`config.mk`:
```
export PLATFORM = sky130hd
export DESIGN_NAME = controller_packet_deframer_unit
export DESIGN_NICKNAME = d
export VERILOG_FILES = /design/src/rtl/cpd_pkg.sv /design/src/rtl/controller_packet_deframer_unit.sv /design/src/rtl/cpd_step.sv /design/src/rtl/cpd_out_reg.sv
export SDC_FILE = /design/constraint.sdc
export NUM_CORES = 1
export LEC_CHECK = 0
export BUFFER_PORTS_ARGS = -buffer_cell sky130_fd_sc_hd__buf_2
export CORE_ASPECT_RATIO = 0.6
export CORE_MARGIN = 3
export CORE_UTILIZATION = 55
export DETAILED_ROUTE_END_ITERATION = 6
export GPL_ROUTABILITY_DRIVEN = 1
export PLACE_DENSITY = 0.75
export SLEW_MARGIN = 20
export SYNTH_ARGS = -nofsm -noshare
export SYNTH_HDL_FRONTEND = slang
export SYNTH_SLANG_ARGS = --single-unit
```
`constraint.sdc`:
```
create_clock -name clk_i -period 5.7 [get_ports clk_i]
set_input_delay 0.285 -clock clk_i [delete_from_list [all_inputs] [get_ports clk_i]]
set_output_delay 0.285 -clock clk_i [all_outputs]
set_load 0.01 [all_outputs]
```
`src/rtl/cpd_pkg.sv`:
```
`timescale 1ns / 1ps

package cpd_pkg;

  // Longest frame the buffer counts before it drops a byte and restarts.
  localparam int FRAME_LIMIT = 20;

  localparam logic [15:0] TIMEOUT_RESET = 16'd500;
  localparam logic [4:0]  LEN_BUTTON    = 5'd5;
  localparam logic [4:0]  LEN_COLOR     = 5'd6;

  localparam logic [7:0] CH_START  = 8'h21;  // '!'
  localparam logic [7:0] CH_BUTTON = 8'h42;  // 'B'
  localparam logic [7:0] CH_COLOR  = 8'h43;  // 'C'
  localparam logic [7:0] CH_ZERO   = 8'h30;  // '0'
  localparam logic [7:0] CH_ONE    = 8'h31;  // '1'
  localparam logic [7:0] CH_EIGHT  = 8'h38;  // '8'

  typedef enum logic [1:0] {
    CMD_BYTE = 2'd0,
    CMD_TICK = 2'd1,
    CMD_ACK  = 2'd2,
    CMD_NOP  = 2'd3
  } cmd_e;

  typedef enum logic [1:0] {
    KIND_NONE   = 2'd0,
    KIND_COLOR  = 2'd1,
    KIND_BUTTON = 2'd2,
    KIND_RSVD   = 2'd3
  } kind_e;

  typedef struct packed {
    logic [1:0] command;
    logic [7:0] rx_byte;
  } cpd_in_t;

  typedef struct packed {
    logic       packet_done;
    logic [1:0] packet_kind;
    logic [7:0] color_red;
    logic [7:0] color_green;
    logic [7:0] color_blue;
    logic [7:0] button_bits;
    logic       update_flag;
    logic       timed_out;
  } cpd_out_t;

  typedef struct packed {
    logic [4:0]      byte_index;
    logic [7:0]      frame_type;
    logic [2:0][7:0] payload;
    logic [15:0]     idle_count;
    logic [7:0]      red_level;
    logic [7:0]      green_level;
    logic [7:0]      blue_level;
    logic [7:0]      pressed_buttons;
    logic            update_pending;
  } cpd_state_t;

endpackage

```
`src/rtl/controller_packet_deframer_unit.sv`:
```
`timescale 1ns / 1ps
// The result of an accepted input transaction is registered in the output register.
// Throughput: one transaction per cycle while in_ready_o is high; the framer state updates in the accepting cycle.
// in_ready_o drops only while a result sits in the output register and out_ready_i is low.
// Reset (rst_ni low, async): all framer state clears, payload buffer included,
// and timeout_q returns to 500.
module controller_packet_deframer_unit (
  input  logic              clk_i,
  input  logic              rst_ni,
  input  logic              in_valid_i,
  output logic              in_ready_o,
  input  cpd_pkg::cpd_in_t  in_data_i,
  output logic              out_valid_o,
  input  logic              out_ready_i,
  output cpd_pkg::cpd_out_t out_data_o,
  input  logic              cfg_we_i,
  input  logic [15:0]       cfg_data_i
);
  import cpd_pkg::*;

  // Configuration: idle ticks before a partial frame is thrown away.
  logic [15:0] timeout_q;

  // Framer state. A finished frame only reads payload bytes it wrote itself,
  // so the payload reset value never shows up in a result.
  cpd_state_t state_q;
  cpd_state_t state_d;
  cpd_out_t   result;
  logic       in_accept;

  assign in_accept = in_valid_i && in_ready_o;

  always_ff @(posedge clk_i or negedge rst_ni) begin
    if (!rst_ni) begin
      timeout_q <= TIMEOUT_RESET;
    end else if (cfg_we_i) begin
      timeout_q <= cfg_data_i;
    end
  end

  // Whole framer state, cleared on reset, advanced once per input transaction.
  always_ff @(posedge clk_i or negedge rst_ni) begin
    if (!rst_ni) begin
      state_q <= '0;
    end else if (in_accept) begin
      state_q <= state_d;
    end
  end

  // One pass of framing logic per transaction.
  cpd_step u_step (
    .state_i   (state_q),
    .item_i    (in_data_i),
    .timeout_i (timeout_q),
    .state_o   (state_d),
    .result_o  (result)
  );

  // Output register decouples the result from the downstream handshake.
  cpd_out_reg u_out (
    .clk_i   (clk_i),
    .rst_ni  (rst_ni),
    .valid_i (in_valid_i),
    .ready_o (in_ready_o),
    .data_i  (result),
    .valid_o (out_valid_o),
    .ready_i (out_ready_i),
    .data_o  (out_data_o)
  );

`ifndef SYNTHESIS
  // The running index never goes past the buffer limit.
  a_index_bound: assert property (@(posedge clk_i) disable iff (!rst_ni)
    state_q.byte_index <= 5'(FRAME_LIMIT))
    else $error("byte index beyond frame limit");

  // Done flag and kind agree on every result.
  a_done_kind: assert property (@(posedge clk_i) disable iff (!rst_ni)
    out_valid_o |-> (out_data_o.packet_done == (out_data_o.packet_kind != KIND_NONE)))
    else $error("packet_done and packet_kind disagree");

  // An accepted acknowledge shows a cleared update flag in its result.
  a_ack_clears: assert property (@(posedge clk_i) disable iff (!rst_ni)
    (in_accept && in_data_i.command == CMD_ACK) |=>
      (out_valid_o && !out_data_o.update_flag))
    else $error("acknowledge did not clear update flag");

  // A timeout never coincides with a completed frame.
  a_tick_no_done: assert property (@(posedge clk_i) disable iff (!rst_ni)
    (out_valid_o && out_data_o.timed_out) |-> !out_data_o.packet_done)
    else $error("timeout reported on a completed frame");
`endif

endmodule

```
`src/rtl/cpd_step.sv`:
```
`timescale 1ns / 1ps

module cpd_step (
  input  cpd_pkg::cpd_state_t state_i,
  input  cpd_pkg::cpd_in_t    item_i,
  input  logic [15:0]         timeout_i,
  output cpd_pkg::cpd_state_t state_o,
  output cpd_pkg::cpd_out_t   result_o
);
  import cpd_pkg::*;

  logic [4:0]  pos;
  logic [4:0]  idx_inc;
  logic [15:0] idle_inc;
  logic [7:0]  num_off;
  logic [7:0]  mask;
  logic        fired;
  kind_e       kind;

  always_comb begin
    state_o  = state_i;
    kind     = KIND_NONE;
    fired    = 1'b0;
    pos      = (item_i.rx_byte == CH_START) ? 5'd0 : state_i.byte_index;
    idx_inc  = pos + 5'd1;
    idle_inc = (state_i.idle_count == 16'hFFFF) ? state_i.idle_count
                                                 : state_i.idle_count + 16'd1;
    num_off  = state_i.payload[0] - CH_ONE;
    mask     = 8'd0;

    case (cmd_e'(item_i.command))
      CMD_BYTE: begin
        state_o.idle_count = 16'd0;
        if (state_i.byte_index < 5'(FRAME_LIMIT)) begin
          case (pos)
            5'd1: state_o.frame_type = item_i.rx_byte;
            5'd2: state_o.payload[0] = item_i.rx_byte;
            5'd3: state_o.payload[1] = item_i.rx_byte;
            5'd4: state_o.payload[2] = item_i.rx_byte;
            default: ;
          endcase
          state_o.byte_index = idx_inc;
          // completion uses the buffer as updated by this byte
          num_off = state_o.payload[0] - CH_ONE;
          mask    = 8'd1 << num_off[2:0];
          if (state_o.frame_type == CH_COLOR && idx_inc == LEN_COLOR) begin
            kind                = KIND_COLOR;
            state_o.red_level   = state_o.payload[0];
            state_o.green_level = state_o.payload[1];
            state_o.blue_level  = state_o.payload[2];
          end else if (state_o.frame_type == CH_BUTTON && idx_inc == LEN_BUTTON) begin
            kind = KIND_BUTTON;
            if (state_o.payload[0] inside {[CH_ONE:CH_EIGHT]}) begin
              if (state_o.payload[1] != CH_ZERO) begin
                state_o.pressed_buttons = state_i.pressed_buttons | mask;
              end else begin
                state_o.pressed_buttons = state_i.pressed_buttons & ~mask;
              end
            end
          end
          if (kind != KIND_NONE) begin
            state_o.byte_index     = 5'd0;
            state_o.frame_type     = 8'd0;
            state_o.update_pending = 1'b1;
          end
        end else begin
          // overflow: byte dropped, count restarts
          state_o.byte_index = 5'd0;
        end
      end
      CMD_TICK: begin
        state_o.idle_count = idle_inc;
        if (idle_inc >= timeout_i) begin
          fired              = (state_i.byte_index != 5'd0);
          state_o.byte_index = 5'd0;
          state_o.idle_count = 16'd0;
        end
      end
      CMD_ACK: state_o.update_pending = 1'b0;
      default: ;
    endcase

    result_o.packet_done = (kind != KIND_NONE);
    result_o.packet_kind = kind;
    result_o.color_red   = state_o.red_level;
    result_o.color_green = state_o.green_level;
    result_o.color_blue  = state_o.blue_level;
    result_o.button_bits = state_o.pressed_buttons;
    result_o.update_flag = state_o.update_pending;
    result_o.timed_out   = fired;
  end

endmodule

```
`src/rtl/cpd_out_reg.sv`:
```
`timescale 1ns / 1ps

module cpd_out_reg (
  input  logic              clk_i,
  input  logic              rst_ni,
  input  logic              valid_i,
  output logic              ready_o,
  input  cpd_pkg::cpd_out_t data_i,
  output logic              valid_o,
  input  logic              ready_i,
  output cpd_pkg::cpd_out_t data_o
);
  import cpd_pkg::*;

  logic     valid_q;
  cpd_out_t data_q;

  assign ready_o = !valid_q || ready_i;

  always_ff @(posedge clk_i or negedge rst_ni) begin
    if (!rst_ni) begin
      valid_q <= 1'b0;
    end else if (ready_o) begin
      valid_q <= valid_i;
    end
  end

  always_ff @(posedge clk_i) begin
    if (ready_o && valid_i) begin
      data_q <= data_i;
    end
  end

  assign valid_o = valid_q;
  assign data_o  = data_q;

endmodule

```
; ---- Yosys cells after proc, flatten, opt, wreduce, memory -nomap -nowiden
; Cells that the tools add are included.
[totals]
register_bits = 140
latch_bits = 0
ram_bits = 0
rom_bits = 0
inputBits = 31
output_inout_bits = 39
elab_cells = 94
memories = 0
[classes]
add_sub_neg = 3
mul = 0
div = 0
magnitude_cmp = 4
eq_ne = 14
n_shift = 1
n_mux = 33
bitwise_logic = 3
n_reduce_logical = 15
[ops]
columns = cell, count
row1 = two-way mux 8 bit, 14
row2 = two-way mux 33 bit, 1
row3 = two-way mux 16 bit, 2
row4 = two-way mux 32 bit, 1
row5 = one-hot mux 16 bit (2 select lines), 1
row6 = two-way mux 24 bit, 1
row7 = adder 16 x 1 -> 16 bit (second input constant), 1
row8 = equality test 16 bit (second input constant), 1
row9 = equality test 8 x 7 -> 1 bit (second input constant), 2
row10 = >= comparator 16 bit, 1
row11 = equality test 5 x 3 -> 1 bit (second input constant), 3
row12 = two-way mux 5 bit, 3
row13 = two-way mux 13 bit, 1
row14 = two-way mux 2 bit, 6
row15 = equality test 5 x 2 -> 1 bit (second input constant), 2
row16 = one-hot mux 5 bit (2 select lines), 1
row17 = bitwise AND 8 bit, 1
row18 = equality test 8 x 6 -> 1 bit (second input constant), 1
row19 = >= comparator 8 x 6 -> 1 bit (second input constant), 1
row20 = less-or-equal comparator 8 x 6 -> 1 bit (second input constant), 1
row21 = inequality test 8 x 6 -> 1 bit (second input constant), 1
row22 = NOT 8 bit, 1
row23 = OR 8 bit, 1
row24 = left shift 1 x 3 -> 8 bit (first input constant), 1
row25 = 17 further kinds, 24

; ---- Longest topological paths before layout
[logic_depth]
word_depth = 16
depth_mapped = 17
depth_no_buf = 15

; ---- Modules after synthesis
; From an unflattened synthesis, not the netlist that was laid out.
[unflattened]
hier_cells = 681
area_unflattened_um2 = 8099.0
[modules_own_cells]
columns = mod, n_inst, cells_each, area_each_um2, seq_area_each_um2
row1 = controller_packet_deframer_unit, 1, 216, 3948.8, 2560.0
row2 = cpd_step, 1, 424, 2985.4, 0.0
row3 = cpd_out_reg, 1, 41, 1164.9, 1136.1

; ---- Least setup slack after synthesis
; OpenSTA, ideal clock, no wires.
[synth_path]
path_kind = register to register
from = register state_q[33] in the netlist's numbering
to = register state_q[37] in the netlist's numbering
setup_time_ns = 0.090
t_arrival_ns = 3.483
t_required_ns = 5.610
setup_slack_ns = 2.126
stages_incl_launch_ff = 15
path_buffers = 2
synth_period_minus_slack_ns = 3.574
cell_sequence = dfrtp_1 -> ha_1 -> nand4_1 -> nor4_1 -> nor2b_1 -> clkbuf_1 -> xor2_1 -> ha_1 -> a2111oi_0 -> o21ai_0 -> a221oi_1 -> o211ai_1 -> clkbuf_1 -> or4_1 -> o221ai_1
[synth_via]
elab_chain_len = 5
word_cells_on_any_way = 6
cone_classes = add/sub (1) / order compare (1) / eq/ne (1) / mux (3)
[synth_rtl]
columns = element, line
row1 = "start, declared", controller_packet_deframer_unit.sv:26  ; cpd_state_t state_q;
row2 = "start signal, assigned", controller_packet_deframer_unit.sv:46  ; state_q <= state_d;
row3 = adder 16 x 1 -> 16 bit or equality test 16 bit (tied branches), "cpd_step.sv:27, cpd_step.sv:26"
row4 = two-way mux 16 bit (*), cpd_step.sv:26  ; idle_inc = (state_i.idle_count == 16'hFFFF) ? state_i.idle_count
row5 = >= comparator 16 bit, cpd_step.sv:73  ; if (idle_inc >= timeout_i) begin
row6 = two-way mux 16 bit (*), cpd_step.sv:73
row7 = one-hot mux 16 bit (2 select lines) (*), cpd_step.sv:31  ; case (cmd_e'(item_i.command))
; Mark *: on every way between the ends. The rest lies on a longest branch, timed or not.
; A chain may end at the register's enable or synchronous reset.

; ---- Worst setup path in the final report
[layout_path]
from = register state_q[33] in the netlist's numbering
to = register state_q[38] in the netlist's numbering
; The elaborated chain is that of the path after synthesis.

==> results by group <==
Outcome
  – Status: finished, final reports clean

Clocking
  – Clock slew at reported path FFs: approximately 0.060 ns
  – Resize count post-CTS: 0
  – Worst-Skew Late Latency: 0.42 ns
  – H-Tree Level Count: 4
  – Clk buf depth: 2
  – Post-CTS Setup Inserts: 0
  – Clock Tree Root: clkbuf_16
  – Post-CTS Hold Buffers: 1
  – CTS buffer count: 17
  – CTS tree: done
  – Clock Sinks: between 100 and 150

Yosys
  – Mean Syn Cell Area: 11.4 sq um
  – Post-synth EDFFs: 37
  – Post-synth top area cell: dfrtp_1
  – Post-synth cell types: 67
  – Sequential element share of the synthesized area: about 50%
  – Ys flop type: dfrtp_1
  – Syn. warnings: 0
  – Synth async-reset ratio: 73.6%
  – Most frequent cell after synthesis: dfrtp_1
  – Syn Nets: 702
  – Synthesized instance count: 650
  – Synth area leaders: dfrtp_1, edfxtp_1, mux2_2, nand2_1, ha_1
  – Flops & latches, synth: 140
  – Synthesized cell area: approximately 7400 sq um
  – Yosys top cell area share: 32.9%
  – Most frequent cells after synthesis: dfrtp_1, nand2_1, mux2_2

Finish
  – Fin util: 64.5%
  – Fill cells: 1,006
  – # diodes: 0
  – Nets: 758
  – Multi-input gate area: about 3400 sq um
  – Layout cells sized above 1: a little under a third
  – Sequential cell area: around 3700 sq um
  – Layout area overhead: 13.3%

Timing
  – PnR worst setup slack: 1.30 ns
  – Final Skew: 0.00899 ns
  – Unrepaired setup endpoints after global routing: no
  – Tmin final: 4.40 ns
  – Final setup viols: 0
  – Fmax: about 230 MHz
  – Slew Viols, Final: 0
  – Final hold slack: about 0.064 ns
  – Worst-Margin Slew: 1.10 ns
  – Fin. Hold Viols: 0
  – Final period utilization: 77.1%
  – Setup TNS: 0 ns
  – Slew margin rel.: 26.7%

GRT
  – First-pass GRT wire length: 27,800 um
  – Total gr overflow: 0
  – Largest net degree at the start of global routing: 63
  – Vias in the first global route: 5,275
  – Initial antenna violation count: 0
  – Tot GR Track Use: 24.1%

Detailed routing
  – First-pass DRT Iterations: 5
  – Antenna-violating nets left: 0
  – Vias: 5,293
  – Vias per inst: around 6
  – Starting DRC count in detailed routing: 554
  – Wirelength per Cell: between 15 and 20 um
  – # DRC: 0
  – Drt total wl: 17,100 um

Placed design
  – Setup Slack @ Placement: ~1.3 ns
  – I/O Buffers: around 70
  – HPWL Detailed: roughly 12,000 um
  – RePlAce Congestion: 0.917

Floorplan
  – Cell row count: 32
  – Core ar.: 13,000 sq um
  – Die Y: 95.8 um
  – Io pins: 70
  – Width of the die: around 160 um
  – DIE AREA: 14,900 sq um
  – Initial Util: 57.0%

Flow run
  – MaxCap Viol Count: 0

Power and ir drop
  – Sequential Power Share: approximately 45%
  – Power Density: 304 nW/um^2
  – Internal power: 1.85 mW
  – Peak VDD IR: 0.239 mV
  – LEAKAGE: 3.97 nW
  – Gate power share: 13.1%
  – NetSw: 0.691 mW
  – Clock power frac: 42.0%
  – Sw frac: between 20% and 30%

Critical path
  – Critical Path RT: 6.02 ns
  – Kind of critical path: reg -> reg
  – Worst-path maximum fanout: 29
  – Critical path arrival: 4.72 ns
  – Startpoint Class: flip-flop
  – Worst setup EP type: flip-flop

Hold path
  – Hold Crit Class: in -> reg
## area by class of cell
class                      count  area share, %
sequential                   140           44.2
timing repair buffer          76           4.81
clock inverter                13           1.39
inverter                      25           1.12
multi-input combinational    446           40.5
clock buffer                  19           5.43
tap                          170           2.54
## critical path, cell delays in order, from the launching register on
cell and delay [ns]:
dfrtp_1 0.43, ha_1 0.23, nand4_1 0.12, nor4_1 0.75
nor2b_1 0.36, xor2_1 0.24, ha_1 0.32, a2111oi_0 0.33
o21ai_0 0.15, a221oi_1 0.46, o211ai_1 0.13, buf_4 0.25
or4_1 0.43, o221ai_1 0.09
## cells by family (layout without fill, tap and decap cells)
| kind of cell | count (synthesis) | after routing | share of synthesized area (%) |
|---|---|---|---|
| xor+xnor | 14 | 14 | 1.76 |
| flops | 140 | 140 | 50.0 |
| simple gates | 206 | 206 | 14.4 |
| buf+inv | 64 | 133 | 4.15 |
| compound gates | 105 | 105 | 10.0 |
| mux | 100 | 100 | 16.1 |
| fa+ha+maj | 21 | 21 | 3.56 |
## state kept, by name, indices dropped and copies added (netlist names)
| name | cells |
|---|---|
| u_out.data_o | 37 |
| state_q | 86 |
| u_out.valid_o | 1 |
| timeout_q | 16 |
## cells in the final DEF, fill, tap and decap left out, types with 6 or more instances in the layout
master / instances
nand2_1: 81
inv_1: 25
buf_4: 7
nor2_1: 23
nor3_1: 11
a21oi_1: 12
nand4_1: 8
dfrtp_1: 97
a21o_1: 13
nor4_1: 14
and3_1: 8
mux2_4: 14
o21ai_0: 37
buf_2: 68
nand2b_1: 10
xnor2_1: 9
clkbuf_16: 18
a22o_1: 12
dfstp_2: 6
mux2_2: 79
edfxtp_1: 37
ha_1: 21
nand3_1: 10
or3_1: 6
## power by group through the flow
stage	logic, mW	clock network, mW	registers, mW
floorplan	0.232	0	1.14
global placement	0.319	0	1.16
detailed placement	0.328	0	1.16
CTS	0.332	1.08	1.14
global route	0.371	1.13	1.15
finish	0.335	1.07	1.14
## path summary, 6_finish.rpt
| kind | start | endpoint | slack [ns] | depth (start not counted) |
|---|---|---|---|---|
| max | state_q[33]$_DFFE_PN0P_ | state_q[38]$_DFFE_PN0P_ | 1.30 | 13 |
| max in group asynchronous | rst_ni | state_q[66]$_DFFE_PN0P_ | 4.09 | 3 |
| min in group asynchronous | rst_ni | state_q[67]$_DFFE_PN0P_ | 0.40 | 2 |
| min | cfg_data_i[15] | timeout_q[15]$_DFFE_PN0P_ | 0.06 | 3 |
| max reg2reg | state_q[33]$_DFFE_PN0P_ | state_q[38]$_DFFE_PN0P_ | 1.30 | 13 |
| min reg2reg | state_q[26]$_DFFE_PN0P_ | state_q[26]$_DFFE_PN0P_ | 0.49 | 2 |
## per-stage QoR
stage / cell area (sq um) / power [mW] / instances
floorplan: 7390 / 1.38 / 650
global placement: 7780 / 1.47 / 856
detailed placement: 7780 / 1.49 / 856
CTS: 8360 / 2.55 / 889
global route: 8370 / 2.65 / 889
finish: 8370 / 2.54 / 889
## metal layers
layer	wire (um)	global-route usage (%)	up-vias
met5	0	0	-
met4	191	7.57	0
met3	1210	7.10	18
met2	7210	33.1	168
met1	8500	36.5	2645
li1	-	-	2462
Note: power is estimated with default switching activity, not from simulation.
